[src/rtl/ppmc_pkg.sv]
package ppmc_pkg;

    // store geometry
    localparam int MAX_LEN     = 1024;
    localparam int ADDR_W      = $clog2(MAX_LEN);
    localparam int POS_W       = ADDR_W + 1;
    localparam int LETTER_W    = 2;

    // pattern geometry
    localparam int MAX_PATTERN = 10;
    localparam int PATTERN_W   = MAX_PATTERN * LETTER_W;
    localparam int PLEN_W      = 4;
    localparam int PHASE_W     = 4;

    // result width
    localparam int COUNT_W     = 11;

    // operation codes
    localparam logic OP_WRITE  = 1'b0;
    localparam logic OP_QUERY  = 1'b1;

    // pattern letter at a given phase, letters beyond the field read as A
    function automatic logic [LETTER_W-1:0] pattern_letter(
        input logic [PATTERN_W-1:0] pat,
        input logic [PHASE_W-1:0]   phase
    );
        logic [LETTER_W-1:0] result;
        result = '0;
        for (int i = 0; i < MAX_PATTERN; i++) begin
            if (phase == PHASE_W'(i)) begin
                result = pat[i*LETTER_W +: LETTER_W];
            end
        end
        return result;
    endfunction

endpackage

[src/rtl/ppmc_ram.sv]
module ppmc_ram #(
    parameter int WIDTH = 2,
    parameter int DEPTH = 1024,
    localparam int AW   = $clog2(DEPTH)
) (
    input  logic             aclk,
    input  logic             we,
    input  logic [AW-1:0]    waddr,
    input  logic [WIDTH-1:0] wdata,
    input  logic             re,
    input  logic [AW-1:0]    raddr,
    output logic [WIDTH-1:0] rdata
);

    logic [WIDTH-1:0] mem_reg [DEPTH];
    logic [WIDTH-1:0] rdata_reg;

    // single write port, registered read port
    always_ff @(posedge aclk) begin
        if (we) begin
            mem_reg[waddr] <= wdata;
        end
        if (re) begin
            rdata_reg <= mem_reg[raddr];
        end
    end

    assign rdata = rdata_reg;

endmodule

[src/rtl/periodic_pattern_match_counter_core.sv]
// write word: s_ready stays high, one write per cycle while no query is busy.
// query word: the letter store is walked one position per cycle through one
// ram read port and one letter comparator; a query over N stored positions
// goes through the scan, drain and done states (only done when N is zero)
// and keeps s_ready low until its result is loaded into the output register.
// reset clears the sequencer and the result valid flag; the letter store is
// not cleared and holds undefined letters until written.
module periodic_pattern_match_counter_core (
    input  logic                                  aclk,
    input  logic                                  aresetn,
    input  logic                                  s_valid,
    output logic                                  s_ready,
    input  logic                                  s_operation,
    input  logic [ppmc_pkg::POS_W-1:0]            s_position,
    input  logic [ppmc_pkg::LETTER_W-1:0]         s_letter,
    input  logic [ppmc_pkg::POS_W-1:0]            s_range_low,
    input  logic [ppmc_pkg::POS_W-1:0]            s_range_high,
    input  logic [ppmc_pkg::PATTERN_W-1:0]        s_pattern,
    input  logic [ppmc_pkg::PLEN_W-1:0]           s_pattern_length,
    output logic                                  m_valid,
    input  logic                                  m_ready,
    output logic [ppmc_pkg::COUNT_W-1:0]          m_match_count
);

    typedef enum logic [1:0] {
        ST_IDLE,
        ST_SCAN,
        ST_DRAIN,
        ST_DONE
    } state_t;

    state_t                          state_reg;
    logic [ppmc_pkg::POS_W-1:0]      pos_reg;
    logic [ppmc_pkg::POS_W-1:0]      last_reg;
    logic [ppmc_pkg::PHASE_W-1:0]    phase_reg;
    logic [ppmc_pkg::PHASE_W-1:0]    plen_reg;
    logic [ppmc_pkg::PATTERN_W-1:0]  pattern_reg;
    logic [ppmc_pkg::LETTER_W-1:0]   expect_reg;
    logic                            cmp_valid_reg;
    logic [ppmc_pkg::COUNT_W-1:0]    count_reg;
    logic                            m_valid_reg;
    logic [ppmc_pkg::COUNT_W-1:0]    m_match_count_reg;

    logic                            s_accept;
    logic                            ram_we;
    logic [ppmc_pkg::ADDR_W-1:0]     ram_waddr;
    logic                            ram_re;
    logic [ppmc_pkg::ADDR_W-1:0]     ram_raddr;
    logic [ppmc_pkg::LETTER_W-1:0]   ram_rdata;
    logic [ppmc_pkg::PHASE_W-1:0]    plen_sat;
    logic [ppmc_pkg::POS_W-1:0]      first_pos;
    logic [ppmc_pkg::POS_W-1:0]      last_pos;
    logic [ppmc_pkg::PHASE_W-1:0]    first_phase;
    logic                            query_busy;
    logic [ppmc_pkg::PHASE_W-1:0]    phase_next;

    assign s_ready  = (state_reg == ST_IDLE);
    assign s_accept = s_valid && s_ready;

    // write word goes straight into the store when the position is legal
    assign ram_we    = s_accept && (s_operation == ppmc_pkg::OP_WRITE)
                       && (s_position != '0)
                       && (s_position <= ppmc_pkg::POS_W'(ppmc_pkg::MAX_LEN));
    assign ram_waddr = ppmc_pkg::ADDR_W'(s_position - ppmc_pkg::POS_W'(1));

    // scan read address
    assign ram_re    = (state_reg == ST_SCAN);
    assign ram_raddr = ppmc_pkg::ADDR_W'(pos_reg - ppmc_pkg::POS_W'(1));

    // query setup: clip range to the store and saturate pattern length
    always_comb begin
        plen_sat = (s_pattern_length > ppmc_pkg::PLEN_W'(ppmc_pkg::MAX_PATTERN))
                   ? ppmc_pkg::PHASE_W'(ppmc_pkg::MAX_PATTERN)
                   : ppmc_pkg::PHASE_W'(s_pattern_length);
        first_pos = (s_range_low == '0) ? ppmc_pkg::POS_W'(1) : s_range_low;
        last_pos  = (s_range_high > ppmc_pkg::POS_W'(ppmc_pkg::MAX_LEN))
                    ? ppmc_pkg::POS_W'(ppmc_pkg::MAX_LEN) : s_range_high;
        // phase is one when the range starts at position zero, unless length is one
        first_phase = ((s_range_low == '0) && (plen_sat != ppmc_pkg::PHASE_W'(1)))
                      ? ppmc_pkg::PHASE_W'(1) : '0;
        query_busy = (plen_sat != '0) && (s_range_low <= s_range_high)
                     && (first_pos <= last_pos);
    end

    // phase wraps at the pattern length
    assign phase_next = (phase_reg + ppmc_pkg::PHASE_W'(1) == plen_reg)
                        ? '0 : phase_reg + ppmc_pkg::PHASE_W'(1);

    // sequencer, scan counters and result register
    always_ff @(posedge aclk) begin
        if (!aresetn) begin
            state_reg     <= ST_IDLE;
            cmp_valid_reg <= 1'b0;
            m_valid_reg   <= 1'b0;
        end else begin
            // drop the result word once taken, unless a new one is loaded below
            if (m_valid_reg && m_ready && (state_reg != ST_DONE)) begin
                m_valid_reg <= 1'b0;
            end

            // compare the letter read in the previous cycle
            cmp_valid_reg <= (state_reg == ST_SCAN);
            if (cmp_valid_reg && (ram_rdata == expect_reg)) begin
                count_reg <= count_reg + ppmc_pkg::COUNT_W'(1);
            end

            unique case (state_reg)
                ST_IDLE: begin
                    if (s_accept && (s_operation == ppmc_pkg::OP_QUERY)) begin
                        pos_reg     <= first_pos;
                        last_reg    <= last_pos;
                        phase_reg   <= first_phase;
                        plen_reg    <= plen_sat;
                        pattern_reg <= s_pattern;
                        count_reg   <= '0;
                        state_reg   <= query_busy ? ST_SCAN : ST_DONE;
                    end
                end
                ST_SCAN: begin
                    expect_reg <= ppmc_pkg::pattern_letter(pattern_reg, phase_reg);
                    pos_reg    <= pos_reg + ppmc_pkg::POS_W'(1);
                    phase_reg  <= phase_next;
                    if (pos_reg == last_reg) begin
                        state_reg <= ST_DRAIN;
                    end
                end
                ST_DRAIN: begin
                    state_reg <= ST_DONE;
                end
                ST_DONE: begin
                    if (!m_valid_reg || m_ready) begin
                        m_valid_reg       <= 1'b1;
                        m_match_count_reg <= count_reg;
                        state_reg         <= ST_IDLE;
                    end
                end
                default: begin
                    state_reg <= ST_IDLE;
                end
            endcase
        end
    end

    assign m_valid       = m_valid_reg;
    assign m_match_count = m_match_count_reg;

    // letter store
    ppmc_ram #(
        .WIDTH (ppmc_pkg::LETTER_W),
        .DEPTH (ppmc_pkg::MAX_LEN)
    ) u_store (
        .aclk  (aclk),
        .we    (ram_we),
        .waddr (ram_waddr),
        .wdata (s_letter),
        .re    (ram_re),
        .raddr (ram_raddr),
        .rdata (ram_rdata)
    );

endmodule

[config.mk]
export PLATFORM = sky130hd
export DESIGN_NAME = periodic_pattern_match_counter_core
export DESIGN_NICKNAME = d
export VERILOG_FILES = /design/src/rtl/ppmc_pkg.sv /design/src/rtl/ppmc_ram.sv /design/src/rtl/periodic_pattern_match_counter_core.sv
export SDC_FILE = /design/constraint.sdc
export NUM_CORES = 2
export LEC_CHECK = 0
export BUFFER_PORTS_ARGS = -buffer_cell sky130_fd_sc_hd__buf_4
export CORE_AREA = 2 2 489 369
export DETAILED_ROUTE_END_ITERATION = 10
export DIE_AREA = 0 0 491 371
export PLACE_DENSITY = 0.72
export REMOVE_ABC_BUFFERS = 1
export SYNTH_ARGS = -nofsm -noshare
export SYNTH_HDL_FRONTEND = slang
export SYNTH_HIERARCHICAL = 1
export SYNTH_SLANG_ARGS = --single-unit
export TNS_END_PERCENT = 30
[constraint.sdc]
create_clock -name aclk -period 4.5 [get_ports aclk]
set_clock_uncertainty 0.2 [all_clocks]
set_input_delay 0.45 -clock aclk [delete_from_list [all_inputs] [get_ports aclk]]
set_output_delay 0.45 -clock aclk [all_outputs]
set_load 0.005 [all_outputs]
* Word-level counts from Yosys, hierarchy flattened
Memory sizes are Yosys's and may differ from the RTL's. A register that Yosys moved wholly into a read port is not among the register bits.
Index checks and enable logic that the tools add are counted.
** Storage, ports and cells
- Input bits :: 64
- Output and inout bits :: 13
- Bits in writable memories :: 2048
- Memories kept :: 1
- Word-level logic and storage cells :: 99
- Flip-flop bits (word level) :: 78
** Memories
- u_store.mem_reg :: words 1024, bits a word 2, rd ports 1, clocked after memory_dff 1, write ports 1, RTL line ppmc_ram.sv:15 : logic [WIDTH-1:0] mem_reg [DEPTH];
** Operators by class
- Bitwise logic cells :: 1
- Mux-type cells :: 32
- Add/subtract/negate cells :: 5
- Eq/ne operators :: 20
- $lt $le $gt $ge :: 5
- Reductions and logical operators :: 24
** Operator list (count)
- $mux 11 :: 6
- $mux 2 :: 14
- $add 11x1->11 const B :: 2
- $le 11x11->1 :: 2
- $pmux 11 s2 :: 1
- $sub 10x1->10 const B :: 2
- $eq 4x3->1 const B :: 4
- $mux 4 :: 3
- $reduce_and 3->1 :: 4
- $eq 11x11->1 :: 1
- $gt 11x11->1 const B :: 1
- $le 11x11->1 const B :: 1
- $logic_and 1x1->1 :: 11
- $logic_not 11->1 :: 1
- $reduce_bool 11->1 :: 1
- $eq 4x2->1 const B :: 2
- $eq 4x4->1 const B :: 2
- $pmux 2 s4 :: 1
- $pmux 4 s2 :: 1
- $mux 1 :: 6
- $add 4x1->4 const B :: 1
- $eq 2x2->1 const B :: 2
- $eq 4x1->1 const B :: 1
- $eq 4x4->1 :: 1
- other kinds (14) :: 16

* Logic depth before layout (Yosys ltp)
- Depth after elaboration :: 11
- Depth in mapped cells :: 18
- Depth with buffers taken out :: 12

* Cells and area by module
The synthesis kept the hierarchy.
** Modules (own cells, without submodules)
- ppmc_ram :: cells each 4793, area an instance 83777.8 um^2, times used 1, seq. area each 61559.0 um^2
- periodic_pattern_match_counter_core :: cells each 436, area an instance 4546.9 um^2, times used 1, seq. area each 2302.2 um^2

* Worst setup path after synthesis
Ideal clock, no wire load.
- Path type :: register to register
- Start :: reg pos_reg[2] (netlist name)
- End :: reg u_store.rdata_reg[1] (netlist: u_store/rdata[1]), read port of u_store.mem_reg (data pin)
- Arrival :: 3.401 ns
- Required time :: 4.023 ns
- Cell stages (with the launch flop) :: 15
- Path buffers :: 2
- Clock period less this slack :: 3.878 ns
- Setup time :: 0.277 ns
- Setup slack :: 0.622 ns
- Cells stage by stage :: edfxtp_1 buf_6 or3_4 or3_1 or3_4 xnor2_1 clkbuf_1 inv_1 nor2_1 o221ai_1 or4b_1 nand4_1 o31ai_1 o31ai_1 nand4_1
** On the way
- Word-level cells in the longest chain between the ends :: 1
** RTL lines
- start, declared :: RTL line periodic_pattern_match_counter_core.sv:33 : logic [ppmc_pkg::POS_W-1:0] pos_reg;
- start signal, assigned :: RTL line periodic_pattern_match_counter_core.sv:110 : pos_reg <= first_pos;
- start signal, assigned :: RTL line periodic_pattern_match_counter_core.sv:121 : pos_reg <= pos_reg + ppmc_pkg::POS_W'(1);
- $sub 10x1->10 :: RTL line periodic_pattern_match_counter_core.sv:68 : assign ram_raddr = ppmc_pkg::ADDR_W'(pos_reg - ppmc_pkg::POS_W'(1));
- via ram_raddr (one bit) :: RTL line periodic_pattern_match_counter_core.sv:48 : logic [ppmc_pkg::ADDR_W-1:0] ram_raddr;
- end, declared :: RTL line ppmc_ram.sv:16 : logic [WIDTH-1:0] rdata_reg;
The timed path passes the listed nets, and every way through them passes these cells.
A chain may end at the register's enable or synchronous reset.

* Worst setup path in the final report
- Start :: reg pos_reg[0] (netlist name)
- End :: reg u_store.rdata_reg[0] (netlist: u_store/rdata[0]), read port of u_store.mem_reg (data pin)
The elaborated chain is that of the path after synthesis.

==> flow_summary.toml <==
[run_status]
run_status = "complete, no violations"

[setup_path]
critPathLaunchType = "flop"
critPathKind = "flop to flop"
worst_path_largest_cell_delay_ns = 0.55
cp_top_family = "buffers and inverters"
critPathCaptureType = "flop"
cp.arrival_ns = 4.78
critPathMaxFanout = 32
worst-endpoint-required_ns = 4.84
cp.buffers_inverters = 5
slowest_stage = "sky130_fd_sc_hd__mux4_2"
crit_path_cell_trace = "inv_8, ha_1, bufinv_16, buf_12, buf_12, mux4_2, mux4_2, a22o_1, nor4_2, buf_4, nor3_2, o22ai_1, nand4_1"

[final_layout]
post_route_cells_drive_above_1_share_pct = 21.7
layout.cells.non_filler = 8007
finish.net_count = 5564
largest_reg_flops = 2048
final_cell_area_um2 = 101000
seq_area_um2 = 63900
fillCellCount = 13056
multiInputGateArea_um2 = 22600
final_core_utilization_pct = 57.1
area.growth.synth_to_final_pct = 14.7

[synth]
post_synth_fa_ha_maj_area_fraction_pct = 0.482
synth-seq-area-share_pct = 72.3
basic_gate_share_of_the_synthesized_area_counting_and_or_nand_and_nor_cells_pct = 6.83
post-synth-top-area-cell = "sky130_fd_sc_hd__edfxtp_1"
synthArstFlopShare_pct = 0
synth_area_per_cell_um2 = 16.9
muxShareOfSynthArea_pct = 13.9
xor_xnor_share_of_the_synthesized_area_pct = 0.526
netlist-cell-type-count = 75
synth-compound-area-share_pct = 3.26
yosysWarningCount = 6
synth-seq-cells = 2128
syn_inst = 5229
yosys.area.top_type_share_pct = 72.2
post_synth_main_area_contributors = "sky130_fd_sc_hd__edfxtp_1 72%, sky130_fd_sc_hd__mux4_2 11%, sky130_fd_sc_hd__nor2_1 4.7%, sky130_fd_sc_hd__mux2i_1 2.3%, sky130_fd_sc_hd__clkbuf_1 1.1%"
number_of_synthesized_flops_with_an_enable_pin = 2124
synth-main-ff-cell = "sky130_fd_sc_hd__edfxtp_1"
syn-cell-area_um2 = 88300
synth_top_family_by_area = "multiplexers"

[worst_hold_path]
min-delay-path-class = "input pin to flop"

[pwr]
p_per_area_nw_per_um2 = 454
power.total_uw = 46000
power.ir.vdd_worst_mv = 0.329
total_leakage_power_uw = 0.0317

[place]
placed_area_um2 = 94300
io_buffers = 76
dpl.hpwl_mm = 152
gpl.final_weighted_congestion = 0.889
dp.cells = 7594
pre_cts_ws_ns = -0.275

[clock_network]
cts-buffers-inserted = 189
cts.sink_count = 2128
cts_root_buf = "sky130_fd_sc_hd__clkbuf_16"
htree_levels = 4
clkTransAtPathRegs_ns = 0.07
clock_insertion_delay_worst_skew_ns = 0.82
cts-root-to-sink-buffers = 3
cts_tree = "done"

[die]
die_area_um2 = 182000
core_area_um2 = 177000
num_rows = 134
boundaryPins = 77
die_h_um = 371
initial_core_util_pct = 49.8
die_x_um = 491

[route]
postRouteWirelength_mm = 244
dr.pass1.iters = 6
detail-route-antenna-nets = 0
remaining_drc_errors = 0
via_per_inst = 6.43
vias = 51505
drt_iter0_drc = 8960
routed_wire_length_per_instance_um = 30.5

[sta]
drv_slew = 0
finalSetupViolations = 0
timing.final.crit_period_ns = 4.44
timing.max_slew.rel_slack_pct = 34.8
grt_setup_unrepaired = "no"
slew_at_the_pin_closest_to_its_max_slew_limit_ns = 0.968
clock.fmax_ghz = 0.225
post-route-period-util_pct = 98.6
final_hold_viol_count = 0
worst_slack_ns = 0.0621

[grt]
pin_count_of_the_biggest_net_entering_global_routing = 168
grt_pass1_wl_mm = 353
grt_antenna_before_repair = 8
gr-total-overflow = 0
vias_in_the_first_global_route = 50534
grt_util_overall_pct = 26.7

[job]
max_cap_viols = 0
[worst min-delay path, stage by stage]
cell and delay [ns]:
sky130_fd_sc_hd__buf_4 0.12, sky130_fd_sc_hd__and3_1 0.29, sky130_fd_sc_hd__nor2_1 0.14
[cell usage after synthesis (all sizes together) (3+ instances only)]
cell / number
a2111oi: 3
a211o: 4
a211oi: 17
a21o: 3
a21oi: 98
a221oi: 16
a22o: 13
a22oi: 46
a311oi: 4
a31oi: 8
and2: 9
and3: 11
buf: 162
clkbuf: 261
dfxtp: 4
edfxtp: 2124
ha: 34
inv: 45
mux2: 11
mux2i: 207
mux4: 449
nand2: 128
nand2b: 10
nand3: 50
nand3b: 5
nand4: 24
nor2: 1096
nor2b: 20
nor3: 57
nor3b: 10
nor4: 14
nor4b: 3
o211ai: 3
o21a: 3
o21ai: 46
o221ai: 83
o22ai: 46
o311ai: 4
o31ai: 7
o41ai: 3
or2: 3
or3: 9
or4b: 3
xnor2: 30
xor2: 23
[per-layer routing]
layer	vias up	track usage [%]	wire length, µm
met3	491	6.62	33500
li1	20880	-	-
met1	26441	39.2	93800
met4	8	9.01	8420
met5	-	0	55
met2	3685	39.3	108000
[repair_timing]
| action | CTS | global route |
|---|---|---|
| hold buffers | 56 | 0 |
| resized for setup | 5 | 9 |
| pin swaps | 0 | 1 |
| hold endpoints to repair | 199 | 0 |
| buffers inserted | 0 | 5 |
| endpoints found under the setup margin | 2 | 2 |
[per-stage QoR]
stage	setup TNS, ns	hold slack (ns)
6_report	0	0.0932
3_3_place_gp	-0.285	0.274
2_1_floorplan	-1069.53	0.248
3_5_place_dp	-0.438	0.278
4_1_cts	-0.00411	0.0339
5_1_grt	0	0.103
[cell usage in the layout, fill, tap and decap left out, drive strengths merged, types with 27 or more instances in the layout]
cell type    instances
ha                  34
inv                 52
clkbuf             227
xnor2               30
nand3               50
edfxtp            2124
o21ai               46
nor2              1096
o22ai               46
o221ai              83
mux4               449
clkinv              79
a22oi               46
nor3                57
bufinv              27
dlygate4sd3         56
a21oi               98
mux2i              207
nand2              128
buf                413
[power by group]
| part | switching, µW | internal (µW) | total (µW) |
|---|---|---|---|
| Sequential | 76.6 | 21900 | 22000 |
| Clock | 7310 | 9380 | 16700 |
| Combinational | 4430 | 2890 | 7320 |
[logic make-up (layout without fill, tap and decap cells)]
| family | after synthesis | count (layout) |
|---|---|---|
| flops | 2128 | 2128 |
| buf+inv | 470 | 865 |
| compound gates | 415 | 415 |
| other cells | 0 | 3 |
| xor+xnor | 53 | 53 |
| simple gates | 1462 | 1462 |
| mux | 667 | 667 |
| fa+ha+maj | 34 | 34 |
[final timing paths]
path	from	to	slack, ns	cells past startpoint
max	pos_reg[0]$_DFFE_PP_	u_store/rdata[0]$_DFFE_PP_	0.06	13
min reg2reg	count_reg[10]$_DFFE_PP_	m_match_count[10]$_DFFE_PP_	0.29	0
min	s_valid	count_reg[0]$_DFFE_PP_	0.09	3
max reg2reg	pos_reg[0]$_DFFE_PP_	u_store/rdata[0]$_DFFE_PP_	0.06	13
[cell type report]
class                      instances  share of cell area [%]
timing repair buffer             469                    5.28
multi-input combinational       2631                    22.3
antenna                            3                 0.00741
sequential                      2128                    63.0
tap                             2380                    2.94
clock inverter                   122                    1.35
inverter                          47                   0.209
clock buffer                     227                    4.89
(Power assumes the default switching activity.)
